--- src/rtl/gsa_pkg.sv ---
// ----------------------------------------------------------------------------
// gsa_pkg
// Shared widths, codes, command/status structs and helpers for the grid slot
// allocator.
// ----------------------------------------------------------------------------
`timescale 1ns / 1ps
`default_nettype none

package gsa_pkg;

  // Field widths
  localparam int KIND_W     = 1;
  localparam int SLOT_W     = 10;
  localparam int STATUS_W   = 2;
  localparam int CAP_W      = 11;
  localparam int LAYER_W    = 11;
  localparam int CELLS_W    = 11;
  localparam int CFG_IDX_W  = 2;
  localparam int CFG_DATA_W = 11;

  // Bitmap row organisation
  localparam int WORD_BITS = 32;
  localparam int WORD_SH   = 5;

  // Item kinds
  localparam logic [KIND_W-1:0] KIND_ALLOC   = 1'b0;
  localparam logic [KIND_W-1:0] KIND_RELEASE = 1'b1;

  // Result status codes
  localparam logic [STATUS_W-1:0] STATUS_OK    = 2'd0;
  localparam logic [STATUS_W-1:0] STATUS_FULL  = 2'd1;
  localparam logic [STATUS_W-1:0] STATUS_RANGE = 2'd2;

  // Configuration register indexes
  localparam logic [CFG_IDX_W-1:0] CFG_INIT_LAYERS = 2'd0;
  localparam logic [CFG_IDX_W-1:0] CFG_CELLS       = 2'd1;
  localparam logic [CFG_IDX_W-1:0] CFG_GROW        = 2'd2;

  // Controller to datapath commands
  typedef struct packed {
    logic capture;   // take the input transfer
    logic mul;       // register capacity products
    logic decide;    // full / growth / range decision, first row read
    logic modify;    // write back the target row, scan it
    logic scan;      // scan a further row
    logic load_out;  // load the result register
    logic clr_wr;    // clearing pass write
  } gsa_cmd_t;

  // Datapath to controller status
  typedef struct packed {
    logic fresh;      // grid reconfiguration write
    logic fail;       // item ends without touching the bitmap
    logic scan_more;  // forward scan needs another row
    logic clr_last;   // clearing pass on its last row
  } gsa_stat_t;

  // Index of the lowest set bit (0 when none)
  function automatic logic [WORD_SH-1:0] lowest_set(input logic [WORD_BITS-1:0] v);
    logic [WORD_SH-1:0] idx;
    idx = '0;
    for (int i = WORD_BITS - 1; i >= 0; i--) begin
      if (v[i]) begin
        idx = WORD_SH'(i);
      end
    end
    return idx;
  endfunction

endpackage

`default_nettype wire

--- src/rtl/gsa_channels.sv ---
// ----------------------------------------------------------------------------
// gsa_channels
// Valid/ready channel interfaces: request channel and result channel.
// ----------------------------------------------------------------------------
`timescale 1ns / 1ps
`default_nettype none

interface gsa_in_if;
  import gsa_pkg::*;

  logic              valid;
  logic              ready;
  logic [KIND_W-1:0] kind;
  logic [SLOT_W-1:0] slot;

  modport source (output valid, output kind, output slot, input ready);
  modport sink   (input valid, input kind, input slot, output ready);
endinterface

interface gsa_out_if;
  import gsa_pkg::*;

  logic                valid;
  logic                ready;
  logic [SLOT_W-1:0]   slot_out;
  logic [STATUS_W-1:0] status;
  logic                grew;
  logic [CAP_W-1:0]    capacity;

  modport source (output valid, output slot_out, output status, output grew,
                  output capacity, input ready);
  modport sink   (input valid, input slot_out, input status, input grew,
                  input capacity, output ready);
endinterface

`default_nettype wire

--- src/rtl/gsa_ram.sv ---
// ----------------------------------------------------------------------------
// gsa_ram
// Generic simple dual-port RAM, one write port, one registered read port.
// ----------------------------------------------------------------------------
`timescale 1ns / 1ps
`default_nettype none

module gsa_ram #(
  parameter int WIDTH = 32,
  parameter int DEPTH = 32
) (
  input  wire logic                                     clk,
  input  wire logic                                     we,
  input  wire logic [(DEPTH > 1 ? $clog2(DEPTH) : 1)-1:0] waddr,
  input  wire logic [WIDTH-1:0]                         wdata,
  input  wire logic [(DEPTH > 1 ? $clog2(DEPTH) : 1)-1:0] raddr,
  output logic      [WIDTH-1:0]                         rdata
);

  logic [WIDTH-1:0] mem [DEPTH];

  // write port and registered read
  always_ff @(posedge clk) begin
    if (we) begin
      mem[waddr] <= wdata;
    end
    rdata <= mem[raddr];
  end

endmodule

`default_nettype wire

--- src/rtl/gsa_datapath.sv ---
// ----------------------------------------------------------------------------
// gsa_datapath
// Configuration, layer count, free pointer, capacity arithmetic, used-bit
// bitmap (rows of 32 slots in RAM) with row scan, and the result register.
// ----------------------------------------------------------------------------
`timescale 1ns / 1ps
`default_nettype none

module gsa_datapath #(
  parameter int MAX_SLOTS = 1024
) (
  input  wire logic                              clk,
  input  wire logic                              rst_n,
  input  wire logic                              cfg_we,
  input  wire logic [gsa_pkg::CFG_IDX_W-1:0]     cfg_idx,
  input  wire logic [gsa_pkg::CFG_DATA_W-1:0]    cfg_data,
  input  wire logic [gsa_pkg::KIND_W-1:0]        in_kind,
  input  wire logic [gsa_pkg::SLOT_W-1:0]        in_slot,
  input  wire gsa_pkg::gsa_cmd_t                 cmd,
  output gsa_pkg::gsa_stat_t                     st,
  output logic      [gsa_pkg::SLOT_W-1:0]        out_slot_out,
  output logic      [gsa_pkg::STATUS_W-1:0]      out_status,
  output logic                                   out_grew,
  output logic      [gsa_pkg::CAP_W-1:0]         out_capacity
);
  import gsa_pkg::*;

  localparam int SW    = $clog2(MAX_SLOTS + 1);
  localparam int NROWS = (MAX_SLOTS + WORD_BITS - 1) / WORD_BITS;
  localparam int RW    = NROWS > 1 ? $clog2(NROWS) : 1;
  localparam int GW    = RW + WORD_SH;
  localparam int CW0   = (GW + 1) > SW ? (GW + 1) : SW;
  localparam int CW    = CW0 > SLOT_W ? CW0 : SLOT_W;
  localparam int NLW   = LAYER_W + 1;
  localparam int PW    = NLW + CELLS_W;
  localparam int LMAX  = (2 ** LAYER_W) - 1;

  // configuration and grid state
  logic [LAYER_W-1:0]  init_layers_r;
  logic [CELLS_W-1:0]  cells_r;
  logic                grow_en_r;
  logic [LAYER_W-1:0]  layer_r;
  logic [SW-1:0]       next_free_r;
  logic [RW-1:0]       clr_row_r;

  // per-item working registers
  logic [KIND_W-1:0]   kind_r;
  logic [SLOT_W-1:0]   slot_r;
  logic [PW-1:0]       prod_r;
  logic [PW-1:0]       gprod_r;
  logic [NLW-1:0]      nl_r;
  logic [SW-1:0]       cap_r;
  logic [SW-1:0]       pos_r;
  logic [RW-1:0]       row_r;
  logic [STATUS_W-1:0] status_r;
  logic                grew_r;

  logic [NLW-1:0]       nl_c;
  logic [SW-1:0]        cap_now;
  logic                 cap_full;
  logic                 grow_ok;
  logic                 rel_oor;
  logic [WORD_BITS-1:0] rd_data;
  logic [WORD_BITS-1:0] bit_sel;
  logic [WORD_BITS-1:0] mod_word;
  logic [WORD_BITS-1:0] scan_word;
  logic [WORD_BITS-1:0] free_vec;
  logic [WORD_SH-1:0]   enc;
  logic                 hit;
  logic [CW-1:0]        hit_idx;
  logic [CW-1:0]        next_base;
  logic                 row_end;
  logic [CW-1:0]        tgt_pos;
  logic [RW-1:0]        tgt_row;
  logic [RW-1:0]        rd_row;
  logic                 ram_we;
  logic [RW-1:0]        ram_waddr;
  logic [WORD_BITS-1:0] ram_wdata;

  // grown layer count: L + L/4 + 1
  assign nl_c = NLW'(layer_r) + NLW'(layer_r >> 2) + NLW'(1);

  // decision terms
  assign cap_now  = (prod_r > PW'(MAX_SLOTS)) ? SW'(MAX_SLOTS) : SW'(prod_r);
  assign cap_full = next_free_r >= cap_now;
  assign grow_ok  = grow_en_r && (nl_r <= NLW'(LMAX)) && (gprod_r <= PW'(MAX_SLOTS)) &&
                    (gprod_r > PW'(next_free_r));
  assign rel_oor  = CW'(slot_r) >= CW'(cap_now);

  // target row modify: set on allocate, clear on release
  assign bit_sel  = WORD_BITS'(1) << WORD_SH'(pos_r);
  assign mod_word = (kind_r == KIND_RELEASE) ? (rd_data & ~bit_sel) : (rd_data | bit_sel);
  assign scan_word = cmd.modify ? mod_word : rd_data;

  // free slots of this row strictly above pos and below capacity
  always_comb begin
    logic [CW-1:0] idx;
    for (int j = 0; j < WORD_BITS; j++) begin
      idx = (CW'(row_r) << WORD_SH) | CW'(j);
      free_vec[j] = !scan_word[j] && (idx > CW'(pos_r)) && (idx < CW'(cap_r));
    end
  end

  assign hit       = |free_vec;
  assign enc       = lowest_set(free_vec);
  assign hit_idx   = (CW'(row_r) << WORD_SH) | CW'(enc);
  assign next_base = (CW'(row_r) + CW'(1)) << WORD_SH;
  assign row_end   = next_base >= CW'(cap_r);

  // row addressing
  assign tgt_pos = (kind_r == KIND_RELEASE) ? CW'(slot_r) : CW'(next_free_r);
  assign tgt_row = RW'(tgt_pos >> WORD_SH);
  assign rd_row  = cmd.decide ? tgt_row : (row_r + RW'(1));

  assign ram_we    = cmd.clr_wr | cmd.modify;
  assign ram_waddr = cmd.clr_wr ? clr_row_r : row_r;
  assign ram_wdata = cmd.clr_wr ? '0 : mod_word;

  // status to the controller
  assign st.fresh     = cfg_we && ((cfg_idx == CFG_INIT_LAYERS) || (cfg_idx == CFG_CELLS));
  assign st.fail      = (kind_r == KIND_RELEASE) ? rel_oor : (cap_full && !grow_ok);
  assign st.scan_more = (cmd.modify || cmd.scan) && (kind_r == KIND_ALLOC) && !hit && !row_end;
  assign st.clr_last  = clr_row_r == RW'(NROWS - 1);

  gsa_ram #(
    .WIDTH (WORD_BITS),
    .DEPTH (NROWS)
  ) u_ram (
    .clk   (clk),
    .we    (ram_we),
    .waddr (ram_waddr),
    .wdata (ram_wdata),
    .raddr (rd_row),
    .rdata (rd_data)
  );

  // configuration, layer count, free pointer, clearing row
  always_ff @(posedge clk) begin
    if (!rst_n) begin
      init_layers_r <= LAYER_W'(1);
      cells_r       <= CELLS_W'(16);
      grow_en_r     <= 1'b0;
      layer_r       <= LAYER_W'(1);
      next_free_r   <= '0;
      clr_row_r     <= '0;
    end else if (cfg_we) begin
      unique case (cfg_idx)
        CFG_INIT_LAYERS: begin
          init_layers_r <= cfg_data;
          layer_r       <= cfg_data;
          next_free_r   <= '0;
          clr_row_r     <= '0;
        end
        CFG_CELLS: begin
          cells_r     <= cfg_data;
          layer_r     <= init_layers_r;
          next_free_r <= '0;
          clr_row_r   <= '0;
        end
        CFG_GROW: begin
          grow_en_r <= cfg_data[0];
        end
        default: begin
        end
      endcase
    end else begin
      if (cmd.clr_wr) begin
        clr_row_r <= clr_row_r + RW'(1);
      end
      if (cmd.decide && (kind_r == KIND_ALLOC) && cap_full && grow_ok) begin
        layer_r <= LAYER_W'(nl_r);
      end
      // release lowers the pointer
      if (cmd.modify && (kind_r == KIND_RELEASE) && (CW'(slot_r) < CW'(next_free_r))) begin
        next_free_r <= SW'(slot_r);
      end
      // allocate moves the pointer forward
      if ((cmd.modify || cmd.scan) && (kind_r == KIND_ALLOC)) begin
        if (hit) begin
          next_free_r <= SW'(hit_idx);
        end else if (row_end) begin
          next_free_r <= cap_r;
        end
      end
    end
  end

  // item working registers and result register
  always_ff @(posedge clk) begin
    if (cmd.capture) begin
      kind_r <= in_kind;
      slot_r <= in_slot;
    end
    if (cmd.mul) begin
      prod_r  <= PW'(layer_r) * PW'(cells_r);
      nl_r    <= nl_c;
      gprod_r <= PW'(nl_c) * PW'(cells_r);
    end
    if (cmd.decide) begin
      pos_r <= (kind_r == KIND_RELEASE) ? SW'(slot_r) : next_free_r;
      row_r <= tgt_row;
      if (kind_r == KIND_RELEASE) begin
        status_r <= rel_oor ? STATUS_RANGE : STATUS_OK;
        cap_r    <= cap_now;
        grew_r   <= 1'b0;
      end else if (cap_full && grow_ok) begin
        status_r <= STATUS_OK;
        cap_r    <= SW'(gprod_r);
        grew_r   <= 1'b1;
      end else begin
        status_r <= cap_full ? STATUS_FULL : STATUS_OK;
        cap_r    <= cap_now;
        grew_r   <= 1'b0;
      end
    end
    if (st.scan_more) begin
      row_r <= row_r + RW'(1);
    end
    if (cmd.load_out) begin
      out_slot_out <= ((kind_r == KIND_ALLOC) && (status_r == STATUS_OK)) ?
                      SLOT_W'(pos_r) : '0;
      out_status   <= status_r;
      out_grew     <= grew_r;
      out_capacity <= CAP_W'(cap_r);
    end
  end

endmodule

`default_nettype wire

--- src/rtl/gsa_ctrl.sv ---
// ----------------------------------------------------------------------------
// gsa_ctrl
// Controller: sequences clearing pass, item steps and result handover.
// ----------------------------------------------------------------------------
`timescale 1ns / 1ps
`default_nettype none

module gsa_ctrl (
  input  wire logic               clk,
  input  wire logic               rst_n,
  input  wire logic               in_valid,
  output logic                    in_ready,
  output logic                    out_valid,
  input  wire logic               out_ready,
  input  wire gsa_pkg::gsa_stat_t st,
  output gsa_pkg::gsa_cmd_t       cmd
);
  import gsa_pkg::*;

  typedef enum logic [2:0] {
    S_CLEAR,
    S_IDLE,
    S_MUL,
    S_DECIDE,
    S_MODIFY,
    S_SCAN,
    S_DONE
  } state_t;

  state_t state_r, state_nxt;
  logic   out_valid_r, out_valid_nxt;

  assign in_ready  = (state_r == S_IDLE);
  assign out_valid = out_valid_r;

  // commands per state
  always_comb begin
    cmd = '0;
    unique case (state_r)
      S_CLEAR:  cmd.clr_wr   = 1'b1;
      S_IDLE:   cmd.capture  = in_valid;
      S_MUL:    cmd.mul      = 1'b1;
      S_DECIDE: cmd.decide   = 1'b1;
      S_MODIFY: cmd.modify   = 1'b1;
      S_SCAN:   cmd.scan     = 1'b1;
      S_DONE:   cmd.load_out = !out_valid_r || out_ready;
      default:  cmd = '0;
    endcase
  end

  // next state
  always_comb begin
    state_nxt = state_r;
    unique case (state_r)
      S_CLEAR:  if (st.clr_last) state_nxt = S_IDLE;
      S_IDLE:   if (in_valid) state_nxt = S_MUL;
      S_MUL:    state_nxt = S_DECIDE;
      S_DECIDE: state_nxt = st.fail ? S_DONE : S_MODIFY;
      S_MODIFY: state_nxt = st.scan_more ? S_SCAN : S_DONE;
      S_SCAN:   state_nxt = st.scan_more ? S_SCAN : S_DONE;
      S_DONE:   if (cmd.load_out) state_nxt = S_IDLE;
      default:  state_nxt = S_CLEAR;
    endcase
    // grid rewrite restarts the clearing pass
    if (st.fresh) begin
      state_nxt = S_CLEAR;
    end
  end

  // result valid: set on load, dropped on transfer
  always_comb begin
    out_valid_nxt = out_valid_r;
    if (cmd.load_out) begin
      out_valid_nxt = 1'b1;
    end else if (out_ready) begin
      out_valid_nxt = 1'b0;
    end
  end

  always_ff @(posedge clk) begin
    if (!rst_n) begin
      state_r     <= S_CLEAR;
      out_valid_r <= 1'b0;
    end else begin
      state_r     <= state_nxt;
      out_valid_r <= out_valid_nxt;
    end
  end

endmodule

`default_nettype wire

--- src/rtl/grid_slot_allocator.sv ---
// ----------------------------------------------------------------------------
// grid_slot_allocator
// Lowest-free-slot allocator over a layered grid with optional growth.
// ----------------------------------------------------------------------------
//  channel  dir  handshake          payload
//  in_ch    in   valid/ready        kind, slot
//  out_ch   out  valid/ready        slot_out, status, grew, capacity
//  cfg_*    in   cfg_we, no wait    cfg_idx, cfg_data
//
//  A release passes through the multiply, decide, modify and done steps,
//  a refused allocate or out-of-range release skips the modify step, and an
//  allocate adds a scan step per further 32-slot bitmap row the forward scan
//  reads (one RAM row read per cycle). After reset and after any write to
//  initial_layers or cells_per_layer a clearing pass writes every bitmap row,
//  with in_ch.ready low. A new item is taken while a result waits in the
//  output register; the block holds in its final step until that is taken.
// ----------------------------------------------------------------------------
`timescale 1ns / 1ps
`default_nettype none

module grid_slot_allocator #(
  parameter int MAX_SLOTS = 1024
) (
  input  wire logic                           clk,
  input  wire logic                           rst_n,
  input  wire logic                           cfg_we,
  input  wire logic [gsa_pkg::CFG_IDX_W-1:0]  cfg_idx,
  input  wire logic [gsa_pkg::CFG_DATA_W-1:0] cfg_data,
  gsa_in_if.sink                              in_ch,
  gsa_out_if.source                           out_ch
);
  import gsa_pkg::*;

  gsa_cmd_t  cmd;
  gsa_stat_t st;

  gsa_ctrl u_ctrl (
    .clk       (clk),
    .rst_n     (rst_n),
    .in_valid  (in_ch.valid),
    .in_ready  (in_ch.ready),
    .out_valid (out_ch.valid),
    .out_ready (out_ch.ready),
    .st        (st),
    .cmd       (cmd)
  );

  gsa_datapath #(
    .MAX_SLOTS (MAX_SLOTS)
  ) u_dp (
    .clk          (clk),
    .rst_n        (rst_n),
    .cfg_we       (cfg_we),
    .cfg_idx      (cfg_idx),
    .cfg_data     (cfg_data),
    .in_kind      (in_ch.kind),
    .in_slot      (in_ch.slot),
    .cmd          (cmd),
    .st           (st),
    .out_slot_out (out_ch.slot_out),
    .out_status   (out_ch.status),
    .out_grew     (out_ch.grew),
    .out_capacity (out_ch.capacity)
  );

  // growth only ever comes with a successful allocate
  a_grew_ok : assert property (@(posedge clk) disable iff (!rst_n)
    out_ch.valid && out_ch.grew |-> out_ch.status == STATUS_OK)
    else $error("grew flagged on a failed item");

  // a failed item never hands out a slot
  a_fail_slot : assert property (@(posedge clk) disable iff (!rst_n)
    out_ch.valid && (out_ch.status != STATUS_OK) |-> out_ch.slot_out == '0)
    else $error("slot given on a failed item");

  // row write-back follows the decision step
  a_modify_seq : assert property (@(posedge clk) disable iff (!rst_n)
    cmd.modify |-> $past(cmd.decide))
    else $error("row write-back without decision");

  // scan steps only continue a write-back or an earlier scan
  a_scan_seq : assert property (@(posedge clk) disable iff (!rst_n)
    cmd.scan |-> ($past(cmd.modify) || $past(cmd.scan)))
    else $error("scan step out of sequence");

endmodule

`default_nettype wire

--- src/flat_wrapper.sv ---
// flat-port wrapper written by rule: the top's interface ports become plain ports
module grid_slot_allocator_flat import gsa_pkg::*;
#(
  parameter int MAX_SLOTS = 1024
)
  (clk, rst_n, cfg_we, cfg_idx, cfg_data, in_ch_valid, in_ch_kind, in_ch_slot, in_ch_ready, out_ch_valid, out_ch_slot_out, out_ch_status, out_ch_grew, out_ch_capacity, out_ch_ready);
  gsa_in_if in_ch_i ();
  gsa_out_if out_ch_i ();
  input  wire logic clk;
  input  wire logic rst_n;
  input  wire logic cfg_we;
  input  wire logic [gsa_pkg::CFG_IDX_W-1:0] cfg_idx;
  input  wire logic [gsa_pkg::CFG_DATA_W-1:0] cfg_data;
  input wire logic [$bits(in_ch_i.valid)-1:0] in_ch_valid;
  input wire logic [$bits(in_ch_i.kind)-1:0] in_ch_kind;
  input wire logic [$bits(in_ch_i.slot)-1:0] in_ch_slot;
  output wire logic [$bits(in_ch_i.ready)-1:0] in_ch_ready;
  output wire logic [$bits(out_ch_i.valid)-1:0] out_ch_valid;
  output wire logic [$bits(out_ch_i.slot_out)-1:0] out_ch_slot_out;
  output wire logic [$bits(out_ch_i.status)-1:0] out_ch_status;
  output wire logic [$bits(out_ch_i.grew)-1:0] out_ch_grew;
  output wire logic [$bits(out_ch_i.capacity)-1:0] out_ch_capacity;
  input wire logic [$bits(out_ch_i.ready)-1:0] out_ch_ready;
  assign in_ch_i.valid = in_ch_valid;
  assign in_ch_i.kind = in_ch_kind;
  assign in_ch_i.slot = in_ch_slot;
  assign in_ch_ready = in_ch_i.ready;
  assign out_ch_valid = out_ch_i.valid;
  assign out_ch_slot_out = out_ch_i.slot_out;
  assign out_ch_status = out_ch_i.status;
  assign out_ch_grew = out_ch_i.grew;
  assign out_ch_capacity = out_ch_i.capacity;
  assign out_ch_i.ready = out_ch_ready;
  grid_slot_allocator #(.MAX_SLOTS(MAX_SLOTS)) u_core (.clk(clk), .rst_n(rst_n), .cfg_we(cfg_we), .cfg_idx(cfg_idx), .cfg_data(cfg_data), .in_ch(in_ch_i), .out_ch(out_ch_i));
endmodule
--- config.mk ---
export PLATFORM = sky130hd
export DESIGN_NAME = grid_slot_allocator_flat
export DESIGN_NICKNAME = d
export VERILOG_FILES = /design/src/rtl/gsa_pkg.sv /design/src/rtl/gsa_channels.sv /design/src/rtl/gsa_ram.sv /design/src/rtl/gsa_datapath.sv /design/src/rtl/gsa_ctrl.sv /design/src/rtl/grid_slot_allocator.sv /design/src/flat_wrapper.sv
export SDC_FILE = /design/constraint.sdc
export NUM_CORES = 2
export LEC_CHECK = 0
export BUFFER_PORTS_ARGS = -buffer_cell sky130_fd_sc_hd__buf_2
export CAP_MARGIN = 30
export CORE_ASPECT_RATIO = 0.5
export CORE_UTILIZATION = 58
export CTS_CLUSTER_SIZE = 14
export DETAILED_ROUTE_END_ITERATION = 7
export PLACE_DENSITY = 0.8
export SETUP_SLACK_MARGIN = 0.2
export SLEW_MARGIN = 10
export SYNTH_ARGS = -nofsm -noshare
export SYNTH_HDL_FRONTEND = slang
export SYNTH_SLANG_ARGS = --single-unit
--- constraint.sdc ---
create_clock -name clk -period 7.7 [get_ports clk]
set_input_delay 0.77 -clock clk [delete_from_list [all_inputs] [get_ports clk]]
set_output_delay 0.77 -clock clk [all_outputs]
set_load 0.005 [all_outputs]
# Word level (Yosys, flattened, before mapping)
# Memories as Yosys holds them, arrays and structs flattened. A register that Yosys moved wholly into a read port is not among the register bits.
# Index checks and enable logic that the tools add are counted.
# totals
ramBits	1024
out_inout_bits	26
mem_count	1
ff_bits	176
word_cells	338
# op_classes
magnitude_cmp	72
n_mux	78
n_addsub	5
bitwise_logic	7
n_eq_ne	14
n_shift	1
reduce_logical	135
n_mul	2
# memory_table
memory	depth	word_bits	rd	rd_ports_with_merged_regs	write_ports	line_no	text
u_core.u_dp.u_ram.mem	32	32	1	1	1	gsa_ram.sv:20	logic [WIDTH-1:0] mem [DEPTH];
# op_table
op	count
< comparator 10 x 11 -> 1 bit	33
> comparator 10 x 11 -> 1 bit	32
two-way mux 5 bit	39
two-way mux 11 bit	11
two-way mux 32 bit	3
logical AND 1 bit	79
zero test 1 bit	36
bitwise AND 32 bit	1
NOT 32 bit	1
bitwise OR 32 bit	1
OR reduction 32 bit	1
left shift 1 x 5 -> 32 bit, first input constant	1
> comparator 23 x 11 -> 1 bit	1
less-or-equal comparator 23 x 11 -> 1 bit, second input constant	1
multiplier 12 x 11 -> 23 bit	1
>= comparator 11 bit	2
> comparator 22 x 11 -> 1 bit, second input constant	1
multiplier 11 x 11 -> 22 bit	1
one-hot mux 11 bit (2 select lines)	1
one-hot mux 3 bit (6 select lines)	1
two-way mux 1 bit	14
adder 11 x 9 -> 12 bit	1
adder 12 x 1 -> 12 bit, second input constant	1
less-or-equal comparator 12 x 11 -> 1 bit, second input constant	1
other kinds (25)	50

# Longest topological paths before layout
# depth
depth_word	44
mapped_depth	34

# Cells and area by module
# From an unflattened synthesis, not the netlist that was laid out.
# hier_totals
hier_cells	4529
hier_area_um2	60411.7
# modules_own_cells
module	area_per_inst_um2	n_inst	cells_each
gsa_ram	40491.3	1	2260
gsa_datapath	19630.1	1	2231
gsa_ctrl	290.3	1	38

# Least setup slack after synthesis
# OpenSTA, ideal clock, no wires.
# synth_timing
path_type	register to register
from	reg u_core.u_dp.layer_r[2]
to	reg u_core.u_dp.gprod_r[21], data pin
setup_slack_ps	72
stages_incl_launch_ff	33
t_required_ps	7434
arrival_ps	7362
period_less_slack_ps	7628
cell_sequence	dfxtp_1 -> clkbuf_1 -> inv_1 -> ha_1 -> fa_1 -> nor2b_1 -> o21ai_0 -> a21boi_0 -> o21ai_0 -> nand2b_1 -> a21o_1 -> a21o_1 -> xor2_1 -> clkbuf_1 -> nand2_1 -> fa_1 -> fa_1 -> inv_1 -> fa_1 -> inv_1 -> fa_1 -> inv_1 -> fa_1 -> ha_1 -> or3_1 -> a311oi_1 -> o31ai_1 -> or4_1 -> a31o_2 -> a21oi_1 -> nor2b_1 -> o41ai_1 -> xnor2_1
# synth_between
elab_chain_len	3
# synth_rtl
element	line_no	text
from (decl)	gsa_datapath.sv:42	logic [LAYER_W-1:0] layer_r;
from (signal assigned)	gsa_datapath.sv:150	layer_r <= cfg_data;
from (signal assigned)	gsa_datapath.sv:156	layer_r <= init_layers_r;
from (signal assigned)	gsa_datapath.sv:171	layer_r <= LAYER_W'(nl_r);
adder 11 x 9 -> 12 bit	gsa_datapath.sv:81	assign nl_c = NLW'(layer_r) + NLW'(layer_r >> 2) + NLW'(1);
adder 12 x 1 -> 12 bit	gsa_datapath.sv:81	
via u_core.u_dp.nl_c[8]	gsa_datapath.sv:58	logic [NLW-1:0] nl_c;
multiplier 12 x 11 -> 23 bit	gsa_datapath.sv:197	gprod_r <= PW'(nl_c) * PW'(cells_r);
to (signal assigned)	gsa_datapath.sv:197	
to (decl)	gsa_datapath.sv:50	logic [PW-1:0] gprod_r;
# The timed path passes the listed nets, and every way through them passes these cells.
# A chain may end at the register's enable or synchronous reset.

# Worst setup path in the final report
# layout_timing
from	reg u_core.u_dp.layer_r[2]
to	reg u_core.u_dp.gprod_r[21], data pin
# layout_between
elab_chain_len	3
# layout_rtl
element	line_no
adder 11 x 9 -> 12 bit	gsa_datapath.sv:81
adder 12 x 1 -> 12 bit	gsa_datapath.sv:81
multiplier 12 x 11 -> 23 bit	gsa_datapath.sv:197
# Every way passes these cells.

==> results.md <==
- The net switching power is ~2.7 mW.
- Data on the critical path arrives at its endpoint at 7.83 ns.
- The average size of a mapped cell is 15.0 um2.
- The maximum clock skew at final layout is approximately 0.056 ns.
- The number of antenna violations at the first check in global routing is 4.
- Yosys mapped a number of flops with a built-in enable equal to 1146.
- The global-route usage over all layers is 30.5%.
- After floorplanning, the core was sized to cover about 100000 um2.
- The critical path capture point type is a flop.
- At the later pin of the worst-skew pair, clock insertion delay measures 0.75 ns.
- The total cell area at the placement stage is about 62000 um2.
- The fraction of power spent switching nets is 21.3%.
- The most common cell after layout, fill and taps aside is edfxtp_1.
- The setup slack of the critical path after layout is 0.321 ns.
- The sequential power share is 56.6%.
- The number of endpoints with negative hold slack in the final report was 0.
- After clock tree synthesis, the clock-pin slew on the worst setup and hold paths is 0.07 ns.
- The number of buffers inserted by hold repair at cts is 0.
- Buffers placed on the I/O ports in this run total 54.
- In the final routed layout, each cell accounts on average for ~29 um.
- The via count of the first global-routing pass is 37.1k.
- OpenSTA, run right after detailed placement, puts the worst setup slack at 0.0499 ns.
- The fill cell instance count of the final layout is ~6.7k.
- The design internal power is ~10 mW.
- The final route contains 36.5k vias.
- The required time of the critical path is 8.16 ns.
- The worst register-to-register path has a setup slack of 0.32 ns.
- The maximum number of pins on one net before global-route repair is ~80.
- The die covers 104000 um2.
- Once the floorplan was initialized, standard cells occupied between 50 and 60% of the core.
- The number of clock sinks seen by CTS is 1232.
- Measured against its own limit, the worst slew margin works out to 33.8%.
- Of all nets on the critical path, the largest fanout is 2.
- The final antenna-violating net count is 0.
- After the last flow step, the layout net total stands at 4490.
- The dominant cell type by count on the critical path is fa_1.
- The final number of max-transition violations is 0.
- The setup TNS is 0 ns.
- The global-route wire length before repair is 235000 um.
- Setup repair after global routing could not meet its margin everywhere.
- The flop and latch count out of synthesis is 1232.
- The final period demand of the worst path is 7.38 ns.
- After synthesis, the cell types taking the most area are edfxtp_1, mux4_2, fa_1.
- The timing-limited maximum frequency is 136 MHz.
- The power density relative to cell area is 195 nW/um2.
- Together, buffers and inverters on the worst path number 4.
- The category of the worst setup path launch point is a flop.
- The routed via count divided by cell count is 6.62.
- The final cell count without fillers is 5522.
- The buffer type at the clock tree root is clkbuf_16.
- The number of maximum-capacitance violations is 0.
- The kind of cell with the highest combined delay on the critical path is adder cells.
- The signed area change from the synthesized netlist to the final layout is 10.5%.
- The worst stage delay on the critical path is 0.53 ns.
- Among all flip-flop cells after synthesis, the most frequent one is edfxtp_1.
- The class of the tightest hold or removal check is input pin to flop.
- The share of the synthesized area in the top cell type is 57.6%.
- The critical path class is flop to flop.
- The sequential share of the synthesized area is 60.5%.
- The clock tree from TritonCTS is done.
- For this design the static power due to leakage is 23.9 nW.
- The run finished with clean final reports.
- Combinational cells account for 3.5% of the total power.
- After synthesis, the share of flip-flops with an asynchronous set or reset is 0%.
- The share of post-route cells with drive strength above 1 is 19.0%.
- Yosys printed 0 warnings.
- Along the worst hold path, the cell count comes to 1.
- The final standard cell area without fillers is about 66000 um2.
- Counting along the longest clock path gives a buffer depth of 3.
- The die is 229 um tall.
- Detailed placement ended at an HPWL of 93100 um.
- The cell type contributing the most total cell area after synthesis is edfxtp_1.
- The clock network fraction of design power is 39.9%.
- The I/O pin count is 55.
- The worst hold endpoint is u_core.u_dp.slot_r[5]$_DFFE_PP_.
- The width of the die is 456 um.
- The worst register-to-register path has a depth of 30.
- Setup violations remaining at the end of the flow were counted as 0.
- Global routing finished with a remaining overflow of 0.
- The actual slew at the worst max-slew pin is 0.972 ns.
- The initial detailed-routing violation count is 4491.
- The share of the clock period used by the worst path after layout is between 90% and 100%.
- The start point of the worst hold path is in_ch_slot[5].
- The count of unresolved DRC violations after routing is 0.
- VDD sags by at most 0.176 mV.
- The end of the worst register-to-register path is u_core.u_dp.gprod_r[21]$_DFFE_PP_.
- The H-tree generated during clock tree synthesis spans 3 levels.
- Counting every net in the synthesized netlist gives 4378.
- Including well taps, the total number of placed cells is ~5.3k.
- The pre-antenna-repair detailed-routing pass consisted of 6 iterations.
- The final layout contains routed wiring with a total length of 158000 um.
- In this run the core area contains 82 standard-cell rows.
- The post-synthesis cell area is 59700 um2.
- The routability-driven placement congestion ratio is 0.948.
- The worst reg2reg path startpoint is u_core.u_dp.layer_r[2]$_SDFFE_PN0P_.
- In the layout the commonest cells are edfxtp_1, nand2_1, inv_1, mux4_2, ha_1.
- The number of different library cells used by synthesis comes to between 90 and 100.
- The number of clock buffers added by TritonCTS is 105.
- The synthesized instance count is ~4.0k.
- The slowest library cell on the worst path is fa_1.
## cell families (layout without fill, tap and decap cells)
family	Yosys count	in the layout	share of synthesized area (%)
other	0	1	0
multiplexers	439	439	12.9
AO/OA/AOI/OAI	516	516	5.54
AND/OR/NAND/NOR	931	931	7.65
flip-flops	1232	1232	60.5
XOR/XNOR	43	43	0.631
adder cells (fa/ha/maj)	362	362	9.73
buffers and inverters	464	654	3.03
## metal layers
metal	vias up	track usage, %	share of wire (%)
met1	18400	41.5	38
met5	-	0	0.013
met4	4	10.8	3.7
met2	2465	49.0	48
li1	15200	-	-
met3	386	6.45	11
## synth_stat cells (17+ instances only)
master / n
a211oi_1: 17
a21o_1: 22
a21oi_1: 149
and2_1: 119
buf_1: 44
buf_2: 20
clkbuf_1: 136
dfxtp_1: 86
edfxtp_1: 1146
fa_1: 170
ha_1: 192
inv_1: 259
mux2_2: 78
mux2i_1: 104
mux4_2: 256
nand2_1: 308
nand2b_1: 28
nand3_1: 48
nor2_1: 221
nor2b_1: 38
nor3_1: 35
nor4_1: 23
o211ai_1: 39
o21ai_0: 129
o22ai_1: 19
xnor2_1: 30
## how the worst max path moves through the flow
stage | startpoint | endpoint | slack (ns) | cells past startpoint
global placement | u_core.u_dp.layer_r[0]$_SDFFE_PN1P_ | u_core.u_dp.gprod_r[21]$_DFFE_PP_ | 0.25 | 30
CTS | u_core.u_dp.layer_r[0]$_SDFFE_PN1P_ | u_core.u_dp.gprod_r[21]$_DFFE_PP_ | 0.20 | 30
finish | u_core.u_dp.layer_r[2]$_SDFFE_PN0P_ | u_core.u_dp.gprod_r[21]$_DFFE_PP_ | 0.32 | 30
detailed placement | u_core.u_dp.layer_r[0]$_SDFFE_PN1P_ | u_core.u_dp.gprod_r[21]$_DFFE_PP_ | 0.05 | 30
global route | u_core.u_dp.layer_r[2]$_SDFFE_PN0P_ | u_core.u_dp.gprod_r[21]$_DFFE_PP_ | 0.06 | 30
floorplan | u_core.u_dp.layer_r[0]$_SDFFE_PN1P_ | u_core.u_dp.gprod_r[21]$_DFFE_PP_ | 0.20 | 32
## what timing repair did
item / in CTS / in global routing
setup buffers: 0 / 18
gates cloned: 0 / 0
setup endpoints to repair: 1 / 5
resized for setup: 4 / 39
pin swaps: 0 / 28
## final cells by class
type	count	area [um2]	area share (%)
sequential	1232	36100	54.8
timing repair buffer	210	1620	2.46
tap	1344	1680	2.55
inverter	259	972	1.47
clock inverter	23	299	0.454
multi-input combinational	2291	22300	33.8
clock buffer	162	2930	4.45
antenna	1	2.50	0.00380
## per-stage QoR
| step | hold slack, ns | total power, mW | utilization, % |
|---|---|---|---|
| detailed placement | 0.416 | 7.86 | 61.7 |
| CTS | 0.213 | 12.9 | 64.9 |
| global placement | 0.417 | 7.84 | 61.5 |
| finish | 0.241 | 12.9 | 65.2 |
| global route | 0.218 | 13.2 | 65.2 |
| floorplan | 0.400 | 7.71 | - |
## registers in the layout, indices dropped and copies added, names as in the netlist, 2 cells and up
register	cells
u_core.u_dp.gprod_r	23
u_core.u_dp.clr_row_r	5
u_core.u_dp.cells_r	11
u_core.u_dp.init_layers_r	11
u_core.u_ctrl.state_r	3
u_core.u_dp.layer_r	11
u_core.u_dp.out_slot_out	10
u_core.u_dp.out_capacity	11
u_core.u_dp.out_status	2
u_core.u_dp.row_r	5
u_core.u_dp.status_r	2
u_core.u_dp.u_ram.rdata	32
u_core.u_dp.cap_r	11
u_core.u_dp.slot_r	10
u_core.u_dp.prod_r	22
u_core.u_dp.u_ram.mem	1024
u_core.u_dp.nl_r	12
u_core.u_dp.pos_r	11
u_core.u_dp.next_free_r	11
## power groups by stage
stage	sequential (mW)	clock (mW)	combinational (mW)
final	7.29	5.14	0.452
after CTS	7.29	5.18	0.431
after floorplan	7.42	0	0.289
after detailed placement	7.43	0	0.425
after global routing	7.29	5.41	0.503
after global placement	7.43	0	0.412
Power figures use the tool's default switching activity.
